File: src/rtl/ilir_pkg.sv
// ----------------------------------------------------------------------------
// ilir_pkg: shared types and codes for the indexed list block
// Field widths, operation codes, status codes and the result record.
// ----------------------------------------------------------------------------
package ilir_pkg;

    localparam int FUNC_W   = 3;
    localparam int INDEX_W  = 10;
    localparam int VALUE_W  = 32;
    localparam int STATUS_W = 2;
    localparam int COUNT_W  = 9;

    typedef logic [FUNC_W-1:0]   t_func;
    typedef logic [STATUS_W-1:0] t_status;

    localparam t_func FN_APPEND = 3'd0;
    localparam t_func FN_INSERT = 3'd1;
    localparam t_func FN_REMOVE = 3'd2;
    localparam t_func FN_GET    = 3'd3;
    localparam t_func FN_CLEAR  = 3'd4;

    localparam t_status ST_OK   = 2'd0;
    localparam t_status ST_BAD  = 2'd1;
    localparam t_status ST_FULL = 2'd2;

    typedef struct packed {
        logic [VALUE_W-1:0] read_value;
        t_status            status;
        logic [COUNT_W-1:0] count;
    } t_result;

endpackage

File: src/rtl/ilir_if.sv
// ----------------------------------------------------------------------------
// ilir_if: request and response channels
// Valid/ready channels carrying one item each; an item moves when both are high.
// ----------------------------------------------------------------------------
interface ilir_req_if;
    logic                                valid;
    logic                                ready;
    ilir_pkg::t_func                     func;
    logic signed [ilir_pkg::INDEX_W-1:0] index;
    logic [ilir_pkg::VALUE_W-1:0]        value;

    modport source (output valid, func, index, value, input ready);
    modport sink   (input valid, func, index, value, output ready);
endinterface


File: src/rtl/ilir_ctrl.sv
// ----------------------------------------------------------------------------
// ilir_ctrl: operation sequencer
// Decodes one item, checks the index, and shifts entries through the memory.
// ----------------------------------------------------------------------------
module ilir_ctrl #(
    parameter int DEPTH      = 256,
    parameter int VALUE_BITS = 32
) (
    input  logic                     i_clk,
    input  logic                     i_rst_n,
    ilir_req_if.sink                 i_req,
    output logic                     o_res_valid,
    input  logic                     i_res_ready,
    output ilir_pkg::t_result        o_res,
    output logic                     o_wr_en,
    output logic [$clog2(DEPTH)-1:0] o_wr_addr,
    output logic [VALUE_BITS-1:0]    o_wr_data,
    output logic                     o_rd_en,
    output logic [$clog2(DEPTH)-1:0] o_rd_addr,
    input  logic [VALUE_BITS-1:0]    i_rd_data
);

    localparam int AW = $clog2(DEPTH);
    localparam int CW = $clog2(DEPTH + 1);
    localparam int SW = ((CW > ilir_pkg::INDEX_W) ? CW : ilir_pkg::INDEX_W) + 2;

    localparam logic [2:0] S_IDLE      = 3'd0;
    localparam logic [2:0] S_EXEC      = 3'd1;
    localparam logic [2:0] S_INS_SHIFT = 3'd2;
    localparam logic [2:0] S_INS_PUT   = 3'd3;
    localparam logic [2:0] S_RD        = 3'd4;
    localparam logic [2:0] S_CAP       = 3'd5;
    localparam logic [2:0] S_REM_SHIFT = 3'd6;
    localparam logic [2:0] S_DONE      = 3'd7;

    logic [2:0]                          r_state, n_state;
    ilir_pkg::t_func                     r_func, n_func;
    logic signed [ilir_pkg::INDEX_W-1:0] r_idx, n_idx;
    logic [VALUE_BITS-1:0]               r_word, n_word;
    logic [CW-1:0]                       r_count, n_count;
    logic [CW-1:0]                       r_pos, n_pos;
    logic [CW-1:0]                       r_ptr, n_ptr;
    logic                                r_pend, n_pend;
    logic [AW-1:0]                       r_wr_addr, n_wr_addr;
    logic [VALUE_BITS-1:0]               r_rd, n_rd;
    ilir_pkg::t_status                   r_status, n_status;

    logic signed [SW-1:0] idx_s;
    logic signed [SW-1:0] cnt_s;
    logic signed [SW-1:0] pos_s;
    logic                 ins_bad;
    logic                 pos_ok;
    logic                 full;
    logic [CW-1:0]        ptr_dec;
    logic [CW-1:0]        ptr_inc;

    assign idx_s   = SW'(r_idx);
    assign cnt_s   = SW'(r_count);
    assign pos_s   = idx_s[SW-1] ? (cnt_s + idx_s) : idx_s;
    assign ins_bad = idx_s[SW-1] || (idx_s > cnt_s);
    assign pos_ok  = !pos_s[SW-1] && (pos_s < cnt_s);
    assign full    = (r_count >= CW'(DEPTH));
    assign ptr_dec = r_ptr - 1'b1;
    assign ptr_inc = r_ptr + 1'b1;

    assign i_req.ready = (r_state == S_IDLE);

    always_comb begin
        n_state   = r_state;
        n_func    = r_func;
        n_idx     = r_idx;
        n_word    = r_word;
        n_count   = r_count;
        n_pos     = r_pos;
        n_ptr     = r_ptr;
        n_pend    = r_pend;
        n_wr_addr = r_wr_addr;
        n_rd      = r_rd;
        n_status  = r_status;
        o_wr_en   = 1'b0;
        o_wr_addr = r_wr_addr;
        o_wr_data = i_rd_data;
        o_rd_en   = 1'b0;
        o_rd_addr = r_pos[AW-1:0];
        case (r_state)
            S_IDLE: begin
                if (i_req.valid) begin
                    n_func  = i_req.func;
                    n_idx   = i_req.index;
                    n_word  = VALUE_BITS'(i_req.value);
                    n_state = S_EXEC;
                end
            end
            S_EXEC: begin
                n_rd     = '0;
                n_status = ilir_pkg::ST_OK;
                n_pend   = 1'b0;
                n_state  = S_DONE;
                case (r_func)
                    ilir_pkg::FN_APPEND: begin
                        if (full) begin
                            n_status = ilir_pkg::ST_FULL;
                        end else begin
                            o_wr_en   = 1'b1;
                            o_wr_addr = r_count[AW-1:0];
                            o_wr_data = r_word;
                            n_count   = r_count + 1'b1;
                        end
                    end
                    ilir_pkg::FN_INSERT: begin
                        if (ins_bad) begin
                            n_status = ilir_pkg::ST_BAD;
                        end else if (full) begin
                            n_status = ilir_pkg::ST_FULL;
                        end else begin
                            n_pos   = CW'(idx_s);
                            n_ptr   = r_count;
                            n_state = S_INS_SHIFT;
                        end
                    end
                    ilir_pkg::FN_REMOVE, ilir_pkg::FN_GET: begin
                        if (!pos_ok) begin
                            n_status = ilir_pkg::ST_BAD;
                        end else begin
                            n_pos   = CW'(pos_s);
                            n_state = S_RD;
                        end
                    end
                    ilir_pkg::FN_CLEAR: begin
                        n_count = '0;
                    end
                    default: begin
                        n_status = ilir_pkg::ST_BAD;
                    end
                endcase
            end
            S_INS_SHIFT: begin
                o_wr_en = r_pend;
                if (r_ptr > r_pos) begin
                    o_rd_en   = 1'b1;
                    o_rd_addr = ptr_dec[AW-1:0];
                    n_wr_addr = r_ptr[AW-1:0];
                    n_pend    = 1'b1;
                    n_ptr     = ptr_dec;
                end else begin
                    n_pend  = 1'b0;
                    n_state = S_INS_PUT;
                end
            end
            S_INS_PUT: begin
                o_wr_en   = 1'b1;
                o_wr_addr = r_pos[AW-1:0];
                o_wr_data = r_word;
                n_count   = r_count + 1'b1;
                n_state   = S_DONE;
            end
            S_RD: begin
                o_rd_en = 1'b1;
                n_state = S_CAP;
            end
            S_CAP: begin
                n_rd = i_rd_data;
                if (r_func == ilir_pkg::FN_REMOVE) begin
                    n_ptr   = r_pos + 1'b1;
                    n_pend  = 1'b0;
                    n_state = S_REM_SHIFT;
                end else begin
                    n_state = S_DONE;
                end
            end
            S_REM_SHIFT: begin
                o_wr_en = r_pend;
                if (r_ptr < r_count) begin
                    o_rd_en   = 1'b1;
                    o_rd_addr = r_ptr[AW-1:0];
                    n_wr_addr = ptr_dec[AW-1:0];
                    n_pend    = 1'b1;
                    n_ptr     = ptr_inc;
                end else begin
                    n_pend  = 1'b0;
                    n_count = r_count - 1'b1;
                    n_state = S_DONE;
                end
            end
            S_DONE: begin
                if (i_res_ready) begin
                    n_state = S_IDLE;
                end
            end
            default: begin
                n_state = S_IDLE;
            end
        endcase
    end

    always_ff @(posedge i_clk) begin
        if (!i_rst_n) begin
            r_state <= S_IDLE;
            r_count <= '0;
            r_pend  <= 1'b0;
        end else begin
            r_state <= n_state;
            r_count <= n_count;
            r_pend  <= n_pend;
        end
    end

    always_ff @(posedge i_clk) begin
        r_func    <= n_func;
        r_idx     <= n_idx;
        r_word    <= n_word;
        r_pos     <= n_pos;
        r_ptr     <= n_ptr;
        r_wr_addr <= n_wr_addr;
        r_rd      <= n_rd;
        r_status  <= n_status;
    end

    assign o_res_valid      = (r_state == S_DONE);
    assign o_res.read_value = ilir_pkg::VALUE_W'(r_rd);
    assign o_res.status     = r_status;
    assign o_res.count      = ilir_pkg::COUNT_W'(r_count);

    a_idle_no_pend: assert property (@(posedge i_clk) disable iff (!i_rst_n)
        (r_state == S_IDLE) |-> !r_pend)
        else $error("shift write pending while idle");

    a_count_bound: assert property (@(posedge i_clk) disable iff (!i_rst_n)
        r_count <= CW'(DEPTH))
        else $error("entry count above capacity");

    a_no_same_entry: assert property (@(posedge i_clk) disable iff (!i_rst_n)
        (o_wr_en && o_rd_en) |-> (o_wr_addr != o_rd_addr))
        else $error("read and write hit the same entry");

    a_count_hold: assert property (@(posedge i_clk) disable iff (!i_rst_n)
        (r_state == S_IDLE || r_state == S_DONE || r_state == S_RD) |=> $stable(r_count))
        else $error("entry count changed outside an update step");

endmodule

File: src/flat_wrapper.sv
// flat-port wrapper written by rule: the top's interface ports become plain ports
module ilir_ctrl_flat 
#(
    parameter int DEPTH      = 256,
    parameter int VALUE_BITS = 32
)
  (i_clk, i_rst_n, o_res_valid, i_res_ready, o_res, o_wr_en, o_wr_addr, o_wr_data, o_rd_en, o_rd_addr, i_rd_data, i_req_valid, i_req_func, i_req_index, i_req_value, i_req_ready);
  ilir_req_if i_req_i ();
  input  logic i_clk;
  input  logic i_rst_n;
  output logic o_res_valid;
  input  logic i_res_ready;
  output ilir_pkg::t_result o_res;
  output logic o_wr_en;
  output logic [$clog2(DEPTH)-1:0] o_wr_addr;
  output logic [VALUE_BITS-1:0] o_wr_data;
  output logic o_rd_en;
  output logic [$clog2(DEPTH)-1:0] o_rd_addr;
  input  logic [VALUE_BITS-1:0] i_rd_data;
  input wire logic [$bits(i_req_i.valid)-1:0] i_req_valid;
  input wire logic [$bits(i_req_i.func)-1:0] i_req_func;
  input wire logic [$bits(i_req_i.index)-1:0] i_req_index;
  input wire logic [$bits(i_req_i.value)-1:0] i_req_value;
  output wire logic [$bits(i_req_i.ready)-1:0] i_req_ready;
  assign i_req_i.valid = i_req_valid;
  assign i_req_i.func = i_req_func;
  assign i_req_i.index = i_req_index;
  assign i_req_i.value = i_req_value;
  assign i_req_ready = i_req_i.ready;
  ilir_ctrl #(.DEPTH(DEPTH), .VALUE_BITS(VALUE_BITS)) u_core (.i_clk(i_clk), .i_rst_n(i_rst_n), .i_req(i_req_i), .o_res_valid(o_res_valid), .i_res_ready(i_res_ready), .o_res(o_res), .o_wr_en(o_wr_en), .o_wr_addr(o_wr_addr), .o_wr_data(o_wr_data), .o_rd_en(o_rd_en), .o_rd_addr(o_rd_addr), .i_rd_data(i_rd_data));
endmodule
File: config.mk
export PLATFORM = sky130hd
export DESIGN_NAME = ilir_ctrl_flat
export DESIGN_NICKNAME = d
export VERILOG_FILES = /design/src/rtl/ilir_pkg.sv /design/src/rtl/ilir_if.sv /design/src/rtl/ilir_ctrl.sv /design/src/flat_wrapper.sv
export SDC_FILE = /design/constraint.sdc
export NUM_CORES = 1
export LEC_CHECK = 0
export BUFFER_PORTS_ARGS = -buffer_cell sky130_fd_sc_hd__buf_2
export CORE_MARGIN = 3
export CORE_UTILIZATION = 35
export DETAILED_ROUTE_END_ITERATION = 12
export GPL_ROUTABILITY_DRIVEN = 0
export HOLD_SLACK_MARGIN = 0.06
export RECOVER_POWER = 25
export SYNTH_ARGS = -nofsm -noshare
export SYNTH_HDL_FRONTEND = slang
export SYNTH_SLANG_ARGS = --single-unit
File: constraint.sdc
create_clock -name i_clk -period 8.55 [get_ports i_clk]
set_input_delay 0.855 -clock i_clk [delete_from_list [all_inputs] [get_ports i_clk]]
set_output_delay 0.855 -clock i_clk [all_outputs]
set_load 0.02 [all_outputs]
==> results.sh, run 1 <==
export IMPL_wl_per_cell_um=19.4
export IMPL_achievable_frequency_mhz=210
export IMPL_cts_repair_timing_setup_buffer_count=0
export IMPL_grt_remaining_overflow=0
export IMPL_numClockSinks=118
export IMPL_area_growth_syn_to_layout_pct=20.8
export IMPL_mappedNetlistNets=839
export IMPL_synth_async_sr_flop_share=0
export IMPL_timing_final_hold_violations=0
export IMPL_register_area_mm2=0.00341
export IMPL_critical_path_endpoint_type="output pin"
export IMPL_grt_pass1_wl_mm=35.4
export IMPL_total_half_perimeter_wirelength_after_legalization_and_detailed_placement_mm=16.3
export IMPL_yosysSeqAreaShare=0.456
export IMPL_post_cts_resized_instances=0
export IMPL_finalWorstPathRequiredPeriod_ps=4770
export IMPL_worst_slew_pin_slew_ps=1990
export IMPL_register_bit_total_from_synthesis=118
export IMPL_critical_path_top_delay_family="compound AO/OA/AOI/OAI gates"
export IMPL_multiInputGateArea_mm2=0.00370
export IMPL_row_count=52
export IMPL_insertion_delay_to_the_later_sink_of_the_worst_skew_pair_ps=420
export IMPL_firstDrtPassIters=5
export IMPL_peakVddDrop_mv=0.143
export IMPL_synth_compound_area_frac=0.155
export IMPL_start_util=0.363
export IMPL_grt_max_degree=64
export IMPL_final_cell_mix="152 x buf_2, 105 x edfxtp_1, 53 x o21ai_0"
export IMPL_worstHoldPathType="flip-flop to flip-flop"
export IMPL_synthesis_instances=710
export IMPL_crit_path_max_fanout=13
export IMPL_setup_violations=0
export IMPL_port_buffers=175
export IMPL_worst_endpoint_required_ps=7700
export IMPL_mux_share_of_post_synthesis_cell_area=0.0788
export IMPL_edff_count_synth=105
export IMPL_final_nets=994
export IMPL_clk_pin_slew_worst_paths_ps=60
export IMPL_crit_path_cell_trace="inv_1 > ha_1 > a211o_1 > o211ai_1 > o211ai_1 > a21oi_1 > nor2b_1 > inv_1 > o221ai_1 > buf_2"
export IMPL_failed_checks="capacitance limit, slew limit"
export IMPL_detail_route_iter0_violations=477
export IMPL_finalSetupTns_ps=0
export IMPL_ioPinCount=176
export IMPL_tritoncts_num_buffers=17
export IMPL_finalCritPeriodShare=0.558
export IMPL_worst_setup_path_type="flip-flop to output pin"
export IMPL_grt_setup_unrepaired="false"
export IMPL_cp_buffers_inverters=3
export IMPL_max_clock_path_buffers=2
export IMPL_fp_dieH_um=152
export IMPL_power_density_mw_per_mm2=244
export IMPL_total_power_mw=2.21
export IMPL_clock_tree_htree_level_count=4
export IMPL_drt_drc_violations_left=0
export IMPL_via_count=6255
export IMPL_synthSimpleGateAreaFrac=0.141
export IMPL_timing_slew_headroom=-0.327
export IMPL_worst_endpoint_data_arrival_time_ps=3920
export IMPL_status="finished, violations left"
export IMPL_grt_antenna_before_repair=2
export IMPL_first_global_vias=6357
export IMPL_final_design_utilization=0.438
export IMPL_ctsHoldBuffers=0
export IMPL_total_of_max_cap_violations=1
export IMPL_fp_dieArea_mm2=0.0232
export IMPL_cpPeakStageDelay_ps=590
export IMPL_synthesis_area_per_instance_um2=10.5
export IMPL_yosys_area_share_adder=0.0813
export IMPL_route_detailed_vias_per_inst=5.44
export IMPL_yosysUniqueCellTypes=61
export IMPL_ys_warnings_count=0
export IMPL_cts_tree="yes"
export IMPL_total_routing_resource_utilization_after_global_routing=0.192
export IMPL_synth_cell_area_mm2=0.00748
export IMPL_wire_length_after_detailed_routing_mm=22.3
export IMPL_fraction_of_final_layout_cells_sized_beyond_drive_strength_1=0.271
export IMPL_mostFrequentLayoutCell="buf_2"
export IMPL_synth_top_flop_cell="edfxtp_1"
export IMPL_cts_root_buf="clkbuf_16"
export IMPL_synthXorXnorAreaFrac=0.0386
export IMPL_critical_path_slowest_cell="dfxtp_1"
export IMPL_final_max_slew_violation_count=34
export IMPL_chipWidth_um=152
export IMPL_fp_coreArea_mm2=0.0206
export IMPL_dominant_combinational_cell_family_by_area_after_synthesis="compound AO/OA/AOI/OAI gates"
export IMPL_fin_worst_skew_ps=8.15
export IMPL_route_antenna_remaining_nets=0
export IMPL_timing_critical_path_from_type="flip-flop"
export IMPL_fill_cells=1956
export IMPL_total_leakage_power_nw=3.80
==> per-layer routing <==
layer | part of all wire | global-route usage
met1 | 0.42 | 0.244
met2 | 0.47 | 0.311
met3 | 0.075 | 0.0497
met4 | 0.030 | 0.0805
met5 | 0.00072 | 0
==> registers in the layout, summed over array words and instances, names as in the netlist <==
| name | count |
|---|---|
| u_core.r_ptr | 9 |
| u_core.r_rd | 32 |
| u_core.r_count | 9 |
| u_core.r_state | 3 |
| u_core.r_pos | 9 |
| u_core.r_status | 2 |
| u_core.r_wr_addr | 8 |
| u_core.r_pend | 1 |
| u_core.r_word | 32 |
| u_core.r_idx | 10 |
| u_core.r_func | 3 |
==> kinds of logic after synthesis <==
kind of cell / after synthesis
compound gates: 179
simple gates: 211
mux: 43
buf+inv: 78
fa+ha+maj: 48
xor+xnor: 33
flops: 118
==> cell usage after synthesis, drive strengths merged (13+ instances only) <==
master,number,area share
o21ai,53,0.035
buf,13,0.017
nand2,51,0.026
a21oi,39,0.027
mux2,40,0.075
ha,47,0.079
nor2,51,0.026
a22oi,24,0.024
edfxtp,105,0.42
and3,36,0.030
xnor2,23,0.027
clkbuf,33,0.017
nand3,13,0.0087
inv,32,0.016
dfxtp,13,0.035
==> area by class of cell <==
cell class / count / area share
Antenna cell: 1 / 0.000277
Clock buffer: 17 / 0.0471
Tap cell: 270 / 0.0374
Timing Repair Buffer: 182 / 0.0991
Inverter: 32 / 0.0133
Sequential cell: 118 / 0.378
Multi-Input combinational cell: 514 / 0.409
Clock inverter: 15 / 0.0159
==> report_power, final <==
group | total (mW) | switching, mW | internal, mW
Clock | 0.700 | 0.294 | 0.406
Sequential | 0.837 | 0.0913 | 0.746
Combinational | 0.673 | 0.425 | 0.248
==> path summary, 6_finish.rpt <==
check | endpoint | slack [ps] | cells after the start | from
max | o_rd_addr[1] | 3780 | 10 | u_core.r_count[4]
min | u_core.r_pend | 470 | 2 | u_core.r_pend
max reg2reg | u_core.r_pos[4] | 4210 | 14 | u_core.r_count[4]
min reg2reg | u_core.r_pend | 470 | 2 | u_core.r_pend
==> worst register-to-register path: stages (launching register included) <==
cell	delay, ps
dfxtp_1	590
inv_1	250
ha_1	450
o41ai_1	620
o21bai_1	140
xor2_1	170
mux2_2	270
ha_1	290
nand2_1	70
a2111oi_0	50
o21ai_0	90
nand3b_1	100
a221o_1	350
o21ai_0	100
and3b_1	450
==> metrics by stage <==
stage,cell area [um2],hold slack [ps],cells,setup slack (ps)
2_1_floorplan,7480,444,710,4600
3_3_place_gp,8510,467,1116,4310
3_5_place_dp,8510,463,1116,4240
4_1_cts,9080,472,1148,3810
5_1_grt,9040,517,1148,3530
6_report,9040,474,1149,3780
Power figures use the tool's default switching activity.
==> run 2, diff against run 1 <==
Settings changed: ABC_AREA from default to 1.
Clock period 8.55 ns to 4.7 ns, I/O delays scaled along.
==> results.sh, run 2 <==
export IMPL_dpl_instance_area_mm2=0.00846
export IMPL_worst_setup_path_type="flip-flop to output pin"
export IMPL_insertion_delay_to_the_later_sink_of_the_worst_skew_pair_ps=430
export IMPL_finalCritPeriodShare=0.848
export IMPL_route_antenna_remaining_nets=0
export IMPL_yosysUniqueCellTypes=53
export IMPL_layout_top_registers="u_core.r_rd x32, u_core.r_word x32, u_core.r_idx x10"
export IMPL_crit_reg2reg_capture="u_core.r_pos[0]"
export IMPL_synthMostInstantiatedCell="nand2_1"
export IMPL_yosys_area_top_type="edfxtp_1"
export IMPL_status="finished clean"
export IMPL_cpPeakStageDelay_ps=510
export IMPL_total_half_perimeter_wirelength_after_legalization_and_detailed_placement_mm=17.1
export IMPL_max_clock_path_buffers=2
export IMPL_power_density_mw_per_mm2=697
export IMPL_instance_count_along_the_most_critical_hold_path=1
export IMPL_placed_cells=1282
export IMPL_ys_warnings_count=0
export IMPL_rr_startpoint="u_core.r_count[3]"
export IMPL_crit_path_cell_trace="inv_1 > ha_1 > a21oi_1 > nor2_1 > a211oi_1 > nand4_4 > nand2_1 > inv_1 > nand2_1 > o221ai_1 > buf_2"
export IMPL_final_cell_mix="147 x nand2_1, 143 x buf_2, 129 x nor2_1"
export IMPL_timing_final_hold_violations=0
export IMPL_fill_cells=2052
export IMPL_fp_dieH_um=150
export IMPL_synth_top_flop_cell="edfxtp_1"
export IMPL_total_routing_resource_utilization_after_global_routing=0.198
export IMPL_worstHoldPathType="input port to flip-flop"
export IMPL_ioPinCount=176
export IMPL_worst_endpoint_required_ps=4230
export IMPL_final_cell_count_no_fill=1314
export IMPL_final_hold_worst_slack_ps=209
export IMPL_fp_coreArea_mm2=0.0204
export IMPL_crit_path_max_fanout=12
export IMPL_firstDrtPassIters=5
export IMPL_total_leakage_power_nw=4.07
export IMPL_worst_r2r_setup_slack_ps=780
export IMPL_clock_tree_htree_level_count=4
export IMPL_grt_remaining_overflow=0
export IMPL_grt_pass1_wl_mm=34.0
export IMPL_timing_reg2reg_worst_path_depth=17
export IMPL_final_max_slew_violation_count=0
export IMPL_timing_slew_headroom=0.283
export IMPL_port_buffers=175
export IMPL_synth_async_sr_flop_share=0
export IMPL_grt_antenna_before_repair=0
export IMPL_worst_slew_pin_slew_ps=1080
export IMPL_drt_drc_violations_left=0
export IMPL_edff_count_synth=105
export IMPL_synth_cell_area_mm2=0.00729
export IMPL_mappedNetlistNets=980
export IMPL_chipWidth_um=150
export IMPL_register_bit_total_from_synthesis=118
export IMPL_clk_pin_slew_worst_paths_ps=70
export IMPL_total_of_max_cap_violations=0
export IMPL_cts_root_buf="clkbuf_16"
export IMPL_start_util=0.358
export IMPL_post_synth_main_area_contributors="edfxtp_1 43%, ha_1 8.1%, nand2_1 7.6%, nor2_1 6.6%, inv_1 5.7%"
export IMPL_worst_hold_path_endpoint="u_core.r_idx[9]"
export IMPL_yosysSeqAreaShare=0.468
export IMPL_total_power_mw=6.27
export IMPL_first_global_vias=6099
export IMPL_wl_per_cell_um=17.3
export IMPL_setup_violations=0
export IMPL_finalWorstPathRequiredPeriod_ps=3980
export IMPL_worst_setup_path_startpoint="u_core.r_count[6]"
export IMPL_grt_max_degree=46
export IMPL_worst_endpoint_data_arrival_time_ps=3510
export IMPL_setup_ws_ps=717
export IMPL_fp_dieArea_mm2=0.0226
export IMPL_critical_path_endpoint_type="output pin"
export IMPL_peakVddDrop_mv=0.349
export IMPL_fraction_of_final_layout_cells_sized_beyond_drive_strength_1=0.205
export IMPL_fin_worst_skew_ps=10.7
export IMPL_critical_path_slowest_cell="dfxtp_1"
export IMPL_detail_route_iter0_violations=612
export IMPL_ctsHoldBuffers=0
export IMPL_final_design_utilization=0.442
export IMPL_synthesis_area_per_instance_um2=8.57
export IMPL_antenna_diode_count=0
export IMPL_tritoncts_num_buffers=17
export IMPL_final_nets=1160
export IMPL_dp_worst_setup_slack_ps=806
export IMPL_achievable_frequency_mhz=251
export IMPL_finish_instance_area_mm2=0.00900
export IMPL_mostFrequentLayoutCell="nand2_1"
export IMPL_cts_repair_timing_setup_buffer_count=0
export IMPL_netlist_area_leader_share=0.432
export IMPL_row_count=52
export IMPL_route_detailed_vias_per_inst=5.04
export IMPL_wire_length_after_detailed_routing_mm=22.7
export IMPL_post_cts_resized_instances=0
export IMPL_area_growth_syn_to_layout_pct=23.4
export IMPL_finalSetupTns_ps=0
export IMPL_numClockSinks=118
export IMPL_ranking_of_synthesized_cells_by_instance_count="147 x nand2_1, 129 x nor2_1, 110 x inv_1, 105 x edfxtp_1, 73 x a21oi_1"
export IMPL_timing_critical_path_from_type="flip-flop"
export IMPL_via_count=6629
export IMPL_hp_start="i_req_index[9]"
export IMPL_synthesis_instances=851
export IMPL_cts_tree="yes"
export IMPL_grt_setup_unrepaired="false"
==> run 2: cell types whose count changed in the layout (fill, tap and decap cells not counted), sizes merged, moves of 6 or more <==
| cell | before | now |
|---|---|---|
| nand2 | 51 | 152 |
| inv | 38 | 124 |
| nor2 | 51 | 133 |
| mux2 | 40 | 0 |
| and3 | 36 | 1 |
| a21oi | 39 | 73 |
| a22oi | 24 | 2 |
| xnor2 | 23 | 2 |
| nand3 | 13 | 33 |
| nand2b | 10 | 0 |
| o22ai | 1 | 11 |
| clkbuf | 41 | 49 |
| buf | 158 | 152 |
| nor2b | 6 | 0 |
==> run 2: kinds of logic after synthesis <==
group	synth area share
DFF	0.468
muxes	0.00137
and+or+nand+nor	0.204
adders and majority gates	0.0834
xor gates and xnor gates	0.0180
AOI/OAI and AO/OA	0.147
buffers and inverters	0.0779
==> run 2: final cells by class <==
| cell class | instances | area [um2] | share of cell area |
|---|---|---|---|
| sequential | 118 | 3410 | 0.379 |
| tap | 270 | 338 | 0.0375 |
| timing repair buffer | 184 | 903 | 0.100 |
| clock buffer | 17 | 425 | 0.0473 |
| inverter | 118 | 444 | 0.0493 |
| clock inverter | 15 | 154 | 0.0171 |
| multi-input combinational | 592 | 3320 | 0.369 |
==> run 2: how the worst max path moves through the flow <==
stage	to	depth (start not counted)	slack (ps)
after floorplan	u_core.r_func[0]	3	550
after global placement	u_core.r_pos[1]	17	980
after detailed placement	u_core.r_pos[3]	17	810
after CTS	o_rd_addr[3]	11	720
after global routing	u_core.r_pos[4]	17	410
final	o_rd_addr[2]	11	720
==> run 2: metal layers <==
metal  part of all wire  global-route usage
met5                  0                   0
met4              0.024              0.0604
met3              0.078              0.0382
met2               0.46               0.313
met1               0.44               0.274
==> run 2: report_power, final <==
| part | total (mW) | switching [mW] | internal [mW] |
|---|---|---|---|
| registers | 1.89 | 0.301 | 1.59 |
| clock network | 1.28 | 0.575 | 0.708 |
| logic | 3.10 | 2.15 | 0.950 |
| total | 6.27 | 3.02 | 3.25 |
==> run 2: worst max-delay path: cells and delay by family, from the launching register on <==
kind            cells  cell delay, ps
compound gates      3             640
flops               1             510
simple gates        4             830
buf+inv             3             720
fa+ha+maj           1             390
